File: config.mk
export PLATFORM = sky130hd
export DESIGN_NAME = can_multiframe_reassembler_core
export DESIGN_NICKNAME = d
export VERILOG_FILES = /design/src/cmr_pkg.sv /design/src/can_multiframe_reassembler_core.sv
export SDC_FILE = /design/constraint.sdc
export NUM_CORES = 1
export LEC_CHECK = 0
export ABC_AREA = 0
export BUFFER_PORTS_ARGS = -buffer_cell sky130_fd_sc_hd__buf_2
export CORE_ASPECT_RATIO = 1.4
export CORE_MARGIN = 2
export CORE_UTILIZATION = 40
export DETAILED_ROUTE_END_ITERATION = 7
export GPL_ROUTABILITY_DRIVEN = 0
export PLACE_DENSITY_LB_ADDON = 0.08
export SYNTH_ARGS = -nofsm -noshare
export SYNTH_HDL_FRONTEND = slang
export SYNTH_SLANG_ARGS = --single-unit
File: constraint.sdc
create_clock -name clk -period 8.9 [get_ports clk]
set_input_delay 0.445 -clock clk [delete_from_list [all_inputs] [get_ports clk]]
set_output_delay 0.445 -clock clk [all_outputs]
set_load 0.005 [all_outputs]
File: src/cmr_pkg.sv
// Package: constants, register indexes, status codes and state type of the CAN reassembler.
`timescale 1ns / 1ps
package cmr_pkg;

	localparam int MAX_PAYLOAD_DEF = 60;
	localparam int FRAME_BYTES     = 8;
	localparam int OVERHEAD        = 4;

	localparam logic [7:0] HEADER_RST      = 8'd115;
	localparam logic [7:0] TAIL_RST        = 8'd101;
	localparam logic [5:0] PAYLOAD_LEN_RST = 6'd8;
	localparam logic [7:0] CRC_POLY_RST    = 8'd49;
	localparam logic [7:0] CRC_INIT_RST    = 8'd255;
	localparam logic       CRC_REFL_RST    = 1'b1;

	typedef enum logic [2:0] {
		CFG_HEADER,
		CFG_TAIL,
		CFG_PAYLOAD_LEN,
		CFG_CRC_POLY,
		CFG_CRC_INIT,
		CFG_CRC_REFL
	} cfg_reg_t;

	typedef enum logic [2:0] {
		ST_IGNORED,
		ST_LEN_MISMATCH,
		ST_ACCUM,
		ST_OVERFLOW,
		ST_TAIL_BAD,
		ST_CRC_BAD,
		ST_DELIVERED,
		ST_RESET
	} status_t;

	typedef enum logic [3:0] {
		S_IDLE,
		S_DECIDE,
		S_WRITE,
		S_POST,
		S_SCAN,
		S_VERDICT,
		S_DRD,
		S_DOUT,
		S_EMIT
	} state_t;

endpackage

File: src/can_multiframe_reassembler_core.sv
// Top level: CAN multi-frame packet reassembler with CRC-8 check and byte-wise delivery.
//
// Frames enter on the frame channel (frame_valid/frame_ready); results leave on the
// result channel (result_valid/result_ready), one registered output stage.
// One frame is taken at a time. A frame whose bytes are stored passes through a decision
// step, one store-memory write per byte, a count check and an output load before its
// result shows. A frame that completes a packet then scans the store through its single
// read port: reads of the tail, the CRC byte and each payload byte for CRC folding, a
// read drain, a verdict step, then per delivered payload byte a read and an output load.
// A frame whose decision is not to accumulate goes from the decision to the output load;
// an empty frame that opens or continues a packet passes the count check between them.
// frame_ready is high only between items; when the receiver stalls the result
// channel, the block holds the pending result and waits.
// Configuration registers are written through cfg_write/cfg_index/cfg_data at any
// edge with cfg_write high; they are meant to change only while the block is idle.
// Reset (arst_n low) restores register defaults, clears reception and drops any
// pending result. The packet store needs no clearing: a byte is read only after it
// was written in the same packet.
`timescale 1ns / 1ps
module can_multiframe_reassembler_core #(
	parameter int MAX_PAYLOAD = cmr_pkg::MAX_PAYLOAD_DEF
) (
	input  logic        clk,
	input  logic        arst_n,
	input  logic        cfg_write,
	input  logic [2:0]  cfg_index,
	input  logic [7:0]  cfg_data,
	input  logic        frame_valid,
	output logic        frame_ready,
	input  logic        op,
	input  logic [3:0]  frame_len,
	input  logic [63:0] frame_data,
	output logic        result_valid,
	input  logic        result_ready,
	output logic [2:0]  status,
	output logic [7:0]  payload_byte,
	output logic [5:0]  byte_index,
	output logic        last
);
	import cmr_pkg::*;

	localparam int StoreDepth = MAX_PAYLOAD + OVERHEAD;
	localparam int AW         = $clog2(StoreDepth);
	localparam int CW         = $clog2(StoreDepth + FRAME_BYTES + 1);
	localparam int PW         = (CW > 6) ? CW : 6;

	function automatic logic [7:0] crc8_step(input logic [7:0] crc, input logic [7:0] din,
			input logic [7:0] poly, input logic refl);
		logic [7:0] c;
		logic [7:0] rp;
		c = crc ^ din;
		for (int i = 0; i < 8; i++) begin
			rp[i] = poly[7 - i];
		end
		for (int b = 0; b < 8; b++) begin
			if (refl) begin
				c = c[0] ? ((c >> 1) ^ rp) : (c >> 1);
			end else begin
				c = c[7] ? ((c << 1) ^ poly) : (c << 1);
			end
		end
		return c;
	endfunction

	// configuration registers
	logic [7:0] header_q, tail_cfg_q, crc_poly_q, crc_init_q;
	logic [5:0] payload_len_q;
	logic       crc_refl_q;

	// control and datapath registers
	state_t         state_q, state_d;
	logic           receiving_q;
	logic [CW-1:0]  count_q;
	logic           op_q;
	logic [3:0]     flen_q;
	logic [63:0]    data_q;
	logic [3:0]     wr_i_q;
	logic [CW-1:0]  k_q;
	logic [7:0]     crc_q, tail_q, crc_byte_q;
	status_t        pend_status_q;
	logic           rd_v_s1;
	logic [1:0]     rd_kind_s1;
	logic [7:0]     rdata_s1;

	logic           out_valid_q, out_last_q;
	status_t        out_status_q;
	logic [7:0]     out_byte_q;
	logic [5:0]     out_index_q;

	logic [7:0]     store_mem [StoreDepth];

	// combinational control
	logic           mem_we, mem_re;
	logic [AW-1:0]  mem_waddr, mem_raddr;
	logic [7:0]     mem_wdata;
	logic           emit;
	status_t        emit_status;
	logic           emit_last;
	status_t        dec_status;
	logic           slot_free;
	logic [CW-1:0]  plen_w, total_w, eff_count;
	logic           len_too_big, start_ok, overflow, wr_last, scan_issue, dout_last;
	logic [3:0]     flen_in;

	assign slot_free   = !out_valid_q || result_ready;
	assign len_too_big = PW'(payload_len_q) > PW'(MAX_PAYLOAD);
	assign plen_w      = (payload_len_q == 6'd0) ? CW'(1) :
	                     len_too_big ? CW'(MAX_PAYLOAD) : CW'(payload_len_q);
	assign total_w     = CW'(plen_w + CW'(OVERHEAD));
	assign start_ok    = (data_q[7:0] == header_q) && (payload_len_q != 6'd0) &&
	                     !len_too_big && (data_q[15:8] == {2'b00, payload_len_q});
	assign eff_count   = receiving_q ? count_q : '0;
	assign overflow    = CW'(eff_count + CW'(flen_q)) > total_w;
	assign wr_last     = (wr_i_q == 4'(flen_q - 4'd1));
	assign scan_issue  = (k_q <= CW'(plen_w + CW'(1)));
	assign dout_last   = (k_q == CW'(plen_w - CW'(1)));
	assign flen_in     = (frame_len > 4'(FRAME_BYTES)) ? 4'(FRAME_BYTES) : frame_len;

	always_comb begin
		if (op_q) begin
			dec_status = ST_RESET;
		end else if (!receiving_q && data_q[7:0] != header_q) begin
			dec_status = ST_IGNORED;
		end else if (!receiving_q && !start_ok) begin
			dec_status = ST_LEN_MISMATCH;
		end else if (overflow) begin
			dec_status = ST_OVERFLOW;
		end else begin
			dec_status = ST_ACCUM;
		end
	end

	always_ff @(posedge clk or negedge arst_n) begin
		if (!arst_n) begin
			state_q <= S_IDLE;
		end else begin
			state_q <= state_d;
		end
	end

	always_comb begin
		state_d     = state_q;
		frame_ready = 1'b0;
		mem_we      = 1'b0;
		mem_waddr   = AW'(CW'(count_q + CW'(wr_i_q)));
		mem_wdata   = data_q[{wr_i_q[2:0], 3'b000} +: 8];
		mem_re      = 1'b0;
		mem_raddr   = AW'(k_q);
		emit        = 1'b0;
		emit_status = pend_status_q;
		emit_last   = 1'b1;
		case (state_q)
			S_IDLE: begin
				frame_ready = 1'b1;
				if (frame_valid) begin
					state_d = S_DECIDE;
				end
			end
			S_DECIDE: begin
				if (dec_status != ST_ACCUM) begin
					state_d = S_EMIT;
				end else if (flen_q == 4'd0) begin
					state_d = S_POST;
				end else begin
					state_d = S_WRITE;
				end
			end
			S_WRITE: begin
				mem_we = 1'b1;
				if (wr_last) begin
					state_d = S_POST;
				end
			end
			S_POST: begin
				state_d = (count_q != total_w) ? S_EMIT : S_SCAN;
			end
			S_SCAN: begin
				mem_re = scan_issue;
				if (k_q == '0) begin
					mem_raddr = AW'(CW'(total_w - CW'(1)));
				end else if (k_q == CW'(1)) begin
					mem_raddr = AW'(CW'(total_w - CW'(2)));
				end
				if (!scan_issue && !rd_v_s1) begin
					state_d = S_VERDICT;
				end
			end
			S_VERDICT: begin
				if (tail_q != tail_cfg_q || crc_byte_q != crc_q) begin
					state_d = S_EMIT;
				end else begin
					state_d = S_DRD;
				end
			end
			S_DRD: begin
				mem_re    = 1'b1;
				mem_raddr = AW'(CW'(k_q + CW'(2)));
				state_d   = S_DOUT;
			end
			S_DOUT: begin
				emit_status = ST_DELIVERED;
				emit_last   = dout_last;
				if (slot_free) begin
					emit    = 1'b1;
					state_d = dout_last ? S_IDLE : S_DRD;
				end
			end
			S_EMIT: begin
				if (slot_free) begin
					emit    = 1'b1;
					state_d = S_IDLE;
				end
			end
			default: begin
				state_d = S_IDLE;
			end
		endcase
	end

	always_ff @(posedge clk) begin
		if (mem_we) begin
			store_mem[mem_waddr] <= mem_wdata;
		end
		if (mem_re) begin
			rdata_s1 <= store_mem[mem_raddr];
		end
	end

	always_ff @(posedge clk or negedge arst_n) begin
		if (!arst_n) begin
			header_q      <= HEADER_RST;
			tail_cfg_q    <= TAIL_RST;
			payload_len_q <= PAYLOAD_LEN_RST;
			crc_poly_q    <= CRC_POLY_RST;
			crc_init_q    <= CRC_INIT_RST;
			crc_refl_q    <= CRC_REFL_RST;
		end else if (cfg_write) begin
			case (cfg_index)
				CFG_HEADER:      header_q      <= cfg_data;
				CFG_TAIL:        tail_cfg_q    <= cfg_data;
				CFG_PAYLOAD_LEN: payload_len_q <= cfg_data[5:0];
				CFG_CRC_POLY:    crc_poly_q    <= cfg_data;
				CFG_CRC_INIT:    crc_init_q    <= cfg_data;
				CFG_CRC_REFL:    crc_refl_q    <= cfg_data[0];
				default: ;
			endcase
		end
	end

	always_ff @(posedge clk or negedge arst_n) begin
		if (!arst_n) begin
			receiving_q <= 1'b0;
			count_q     <= '0;
			rd_v_s1     <= 1'b0;
		end else begin
			rd_v_s1 <= (state_q == S_SCAN) && scan_issue;
			case (state_q)
				S_DECIDE: begin
					if (dec_status == ST_RESET || dec_status == ST_OVERFLOW) begin
						receiving_q <= 1'b0;
						count_q     <= '0;
					end else begin
						receiving_q <= receiving_q || start_ok;
						count_q     <= eff_count;
					end
				end
				S_WRITE: begin
					if (wr_last) begin
						count_q <= CW'(count_q + CW'(flen_q));
					end
				end
				S_POST: begin
					if (count_q == total_w) begin
						receiving_q <= 1'b0;
						count_q     <= '0;
					end
				end
				default: ;
			endcase
		end
	end

	always_ff @(posedge clk) begin
		case (state_q)
			S_IDLE: begin
				op_q   <= op;
				flen_q <= flen_in;
				data_q <= frame_data;
			end
			S_DECIDE: begin
				wr_i_q        <= '0;
				pend_status_q <= dec_status;
			end
			S_WRITE: begin
				wr_i_q <= wr_i_q + 4'd1;
			end
			S_POST: begin
				pend_status_q <= ST_ACCUM;
				k_q           <= '0;
				crc_q         <= crc_init_q;
			end
			S_SCAN: begin
				if (scan_issue) begin
					k_q        <= CW'(k_q + CW'(1));
					rd_kind_s1 <= (k_q == '0) ? 2'd0 : (k_q == CW'(1)) ? 2'd1 : 2'd2;
				end
				if (rd_v_s1) begin
					case (rd_kind_s1)
						2'd0:    tail_q     <= rdata_s1;
						2'd1:    crc_byte_q <= rdata_s1;
						default: crc_q      <= crc8_step(crc_q, rdata_s1, crc_poly_q, crc_refl_q);
					endcase
				end
			end
			S_VERDICT: begin
				k_q           <= '0;
				pend_status_q <= (tail_q != tail_cfg_q) ? ST_TAIL_BAD : ST_CRC_BAD;
			end
			S_DOUT: begin
				if (slot_free) begin
					k_q <= CW'(k_q + CW'(1));
				end
			end
			default: ;
		endcase
	end

	always_ff @(posedge clk or negedge arst_n) begin
		if (!arst_n) begin
			out_valid_q <= 1'b0;
		end else if (emit) begin
			out_valid_q <= 1'b1;
		end else if (result_ready) begin
			out_valid_q <= 1'b0;
		end
	end

	always_ff @(posedge clk) begin
		if (emit) begin
			out_status_q <= emit_status;
			out_last_q   <= emit_last;
			if (emit_status == ST_DELIVERED) begin
				out_byte_q  <= rdata_s1;
				out_index_q <= 6'(k_q);
			end else begin
				out_byte_q  <= '0;
				out_index_q <= '0;
			end
		end
	end

	assign result_valid = out_valid_q;
	assign status       = out_status_q;
	assign payload_byte = out_byte_q;
	assign byte_index   = out_index_q;
	assign last         = out_last_q;

endmodule

==> summary by stage <==
Placement
In this run the tool buffered the top-level ports with 104 buffer cells. The total half-perimeter wirelength after legalization and detailed placement is 61000 um.

Logic synthesis
Of the post-synthesis cell area, the dominant cell type holds 57.7%. The synthesized design contains 647 enable-type register cells. After synthesis, flip-flops and latches occupy 61.8% of the total area. By area the synthesized netlist is led by edfxtp_1 (58%), mux2i_1 (4.0%), a211oi_1 (3.5%). The most frequently used flop master after synthesis is edfxtp_1. The number of nets in the synthesized netlist is 2708. A synthesized cell averages 13.1 um2. The cell accounting for the most synthesized area is edfxtp_1. The summed instance area of the synthesized netlist is 33700 um2. Counting flops with an async set or reset pin after synthesis yields a share of 7.57%.

Counting flops and latches in the post-synthesis netlist gives 700. Synthesis instantiated 92 different standard cells from the library. The post-synthesis cell count is 2576. Yosys printed 0 warnings.

STA
The maximum clock skew at final layout is 32.0 ps. The final critical path takes up 68.4% of the cycle. The measured slew at the worst slew-check pin is 1170 ps. Adding up every negative setup slack in the final design gives 0 ps. The fmax is 164 MHz.

The worst max-slew margin expressed relative to the limit is 21.3%. The hold violation count in the final report came to 0. The final critical path time including I/O delays and setup is 6090 ps. Setup repair after global routing left no endpoint under its margin. The setup-violating endpoint count in the final report is 0. The final number of max-transition violations is 0.

Drt
Using the TritonRoute via totals, the vias-per-cell ratio works out to 5.64. The number of remaining DRC errors is 0. The DRC violation total after the first TritonRoute iteration is 1482. The final layout contains routed wiring with a total length of 94400 um. The final routed wire length divided by cell count is 24.5 um.

The detail route stage leaves a number of antenna-violating nets equal to 0. The pre-antenna-repair detailed-routing pass consisted of 6 iterations. The number of vias in the routed layout is 21687.

Clocking
Clock-pin slew was measured on the worst setup and hold paths at 60 ps. Counting every sink on the clock net gives 700. TritonCTS created 74 clock buffers. The later pin in the worst-skew pair is clocked with a latency of 650 ps. The number of hold buffers added after CTS was 67. Once the clock tree was built, the setup fixing pass inserted 0 buffers.

The cell at the root of the clock tree is clkbuf_16. The count of H-tree levels built during CTS is 3. The clock tree from TritonCTS is built. The deepest clock path buffer count is 3.

In this run, post-CTS repair resized a total of 0 instances.

Cells and area
The post-route netlist has 15.5% of its cells at a drive strength greater than 1. For this run, the share of the core covered by cells in the final layout is 46.1%. The net count of the finished layout is 2841. Relative to the synthesized area, the layout overhead comes to 14.1%. In the layout the commonest cells are edfxtp_1 (647), nand2_1 (165), nor2_1 (160), a211oi_1 (159).

0 antenna diodes ended up in the layout. The most common library cell in the layout ignoring fill and taps is edfxtp_1.

Power and ir drop
The worst IR drop on VDD is 0.000281 V. In this run the static leakage power is 13.1 nW. Power spread over the standard cell area amounts to 264 nW/um2.

Setup path
Of all nets on the critical path, the largest fanout is 47. The category of the critical setup timing path is register to register. For the worst setup path, the data arrival time is 6430 ps.

The worst endpoint required time is 9250 ps. The category of the worst setup path launch point is a register. The worst setup path is captured at a register.

Global routing
The global-route track usage on met2 is 40.2%. Global routing used 3.09% of the available met3 tracks. Entering global routing, the biggest net connects 187 pins. The first-pass GRT wire length is 141000 um. The number of antenna violations at the first check in global routing came to 2. The met1 demand-to-capacity share in global routing is 25.6%. The total overflow reported by the global router is 0. The combined global-route utilization of all metal layers is 21.7%. The number of global-route vias before repair came to 22259. met2 is the most crowded layer.

Hold path
The worst hold path belongs to the class primary input to register.

Die
The initial cell density of the core is 40.4%. In this run the core area contains 125 standard-cell rows. The die outline width is 249 um.

The die outline area is 86500 um2. The core area is 83200 um2. During I/O placement, the number of pins put on the boundary was 105. In this run the vertical extent of the chip is 347 um.

Run
Across the run, the number of max-cap violations was 0.

Status
The flow ran to the end, and the final reports show no timing, DRC or antenna violations.
[cell usage after synthesis, types with 9 or more instances]
cell / count
a211o_1: 13
a211oi_1: 159
a21o_1: 20
a21oi_1: 136
a31oi_1: 22
and2_1: 25
and3_1: 20
buf_1: 23
clkbuf_1: 119
dfrtp_1: 31
dfstp_2: 22
edfxtp_1: 647
ha_1: 44
inv_1: 31
mux2_2: 103
mux2i_1: 135
mux4_2: 16
nand2_1: 165
nand2b_1: 12
nand3_1: 47
nand4_1: 19
nor2_1: 160
nor2b_1: 85
nor3_1: 26
o211ai_1: 56
o21ai_0: 96
o21ai_1: 9
xnor2_1: 97
xor2_1: 66
[registers in the layout, summed over array words and instances (netlist names), 3 cells and up]
signal         flops
byte_index         6
count_q            7
crc_byte_q         8
crc_init_q         8
crc_poly_q         8
crc_q              8
data_q            64
flen_q             4
header_q           8
k_q                7
payload_byte       8
payload_len_q      6
pend_status_q      3
rdata_s1           8
state_q            4
status             3
store_mem        512
tail_cfg_q         8
tail_q             8
wr_i_q             4
[cell type report]
class	instances	area [um2]
Tap cell	1079	1350
Clock buffer	88	1930
Clock inverter	47	455
Timing Repair Buffer	208	1520
Fill cell	7510	44800
Sequential cell	700	20800
Inverter	34	128
Multi-Input combinational cell	1691	12200
[critical path, stage by stage (launching register included)]
cell,delay (ps)
dfstp_2,510
buf_4,460
clkinv_1,550
buf_4,410
nor2_1,270
nand3_1,210
and4_1,300
nor2_1,190
mux2i_1,590
a21o_1,200
or3b_2,470
nand3_1,150
xor2_2,410
a21o_1,270
nand2_1,80
xor2_1,190
xnor2_1,320
o22ai_1,190
[per-stage QoR]
stage | hold WS (ps) | setup WS [ps] | area (um2) | std cells | power (mW)
after floorplan | 149 | 597 | 33700 | 2576 | 6.19
after global placement | 513 | 3000 | 35300 | 3644 | 7.09
after detailed placement | 515 | 2940 | 35300 | 3645 | 7.15
after CTS | 75.9 | 2900 | 38400 | 3847 | 10.2
after global routing | 101 | 2600 | 38400 | 3847 | 10.6
final | 113 | 2810 | 38400 | 3847 | 10.1
[final timing paths]
check	to	slack [ps]	cells after the start	from
worst max-delay path	crc_q[7]	2810	17	crc_refl_q
min in group asynchronous	count_q[0]	550	3	arst_n
worst max register to register	crc_q[7]	2810	17	crc_refl_q
worst min register to register	status[2]	530	1	pend_status_q[2]
max in group asynchronous	header_q[7]	7840	3	arst_n
worst min-delay path	flen_q[2]	110	2	frame_len[2]
[layer usage]
metal | up-vias | routed length, um
li1 | 10109 | -
met1 | 10897 | 37700
met2 | 529 | 49900
met3 | 152 | 4070
met4 | 0 | 2710
met5 | - | 0
[power breakdown]
group / total (mW) / internal, mW / switching [mW]
clock: 3.06 / 1.72 / 1.34
sequential: 4.57 / 4.41 / 0.157
combinational: 2.51 / 0.787 / 1.72
[cell families after synthesis]
| family | synth area share, % |
|---|---|
| AOI/OAI and AO/OA | 12.3 |
| and+or+nand+nor | 8.69 |
| adders and majority gates | 1.81 |
| muxes | 8.53 |
| DFF | 61.8 |
| xor gates and xnor gates | 4.76 |
| buffers and inverters | 2.11 |
Note: power is estimated with default switching activity, not from simulation.
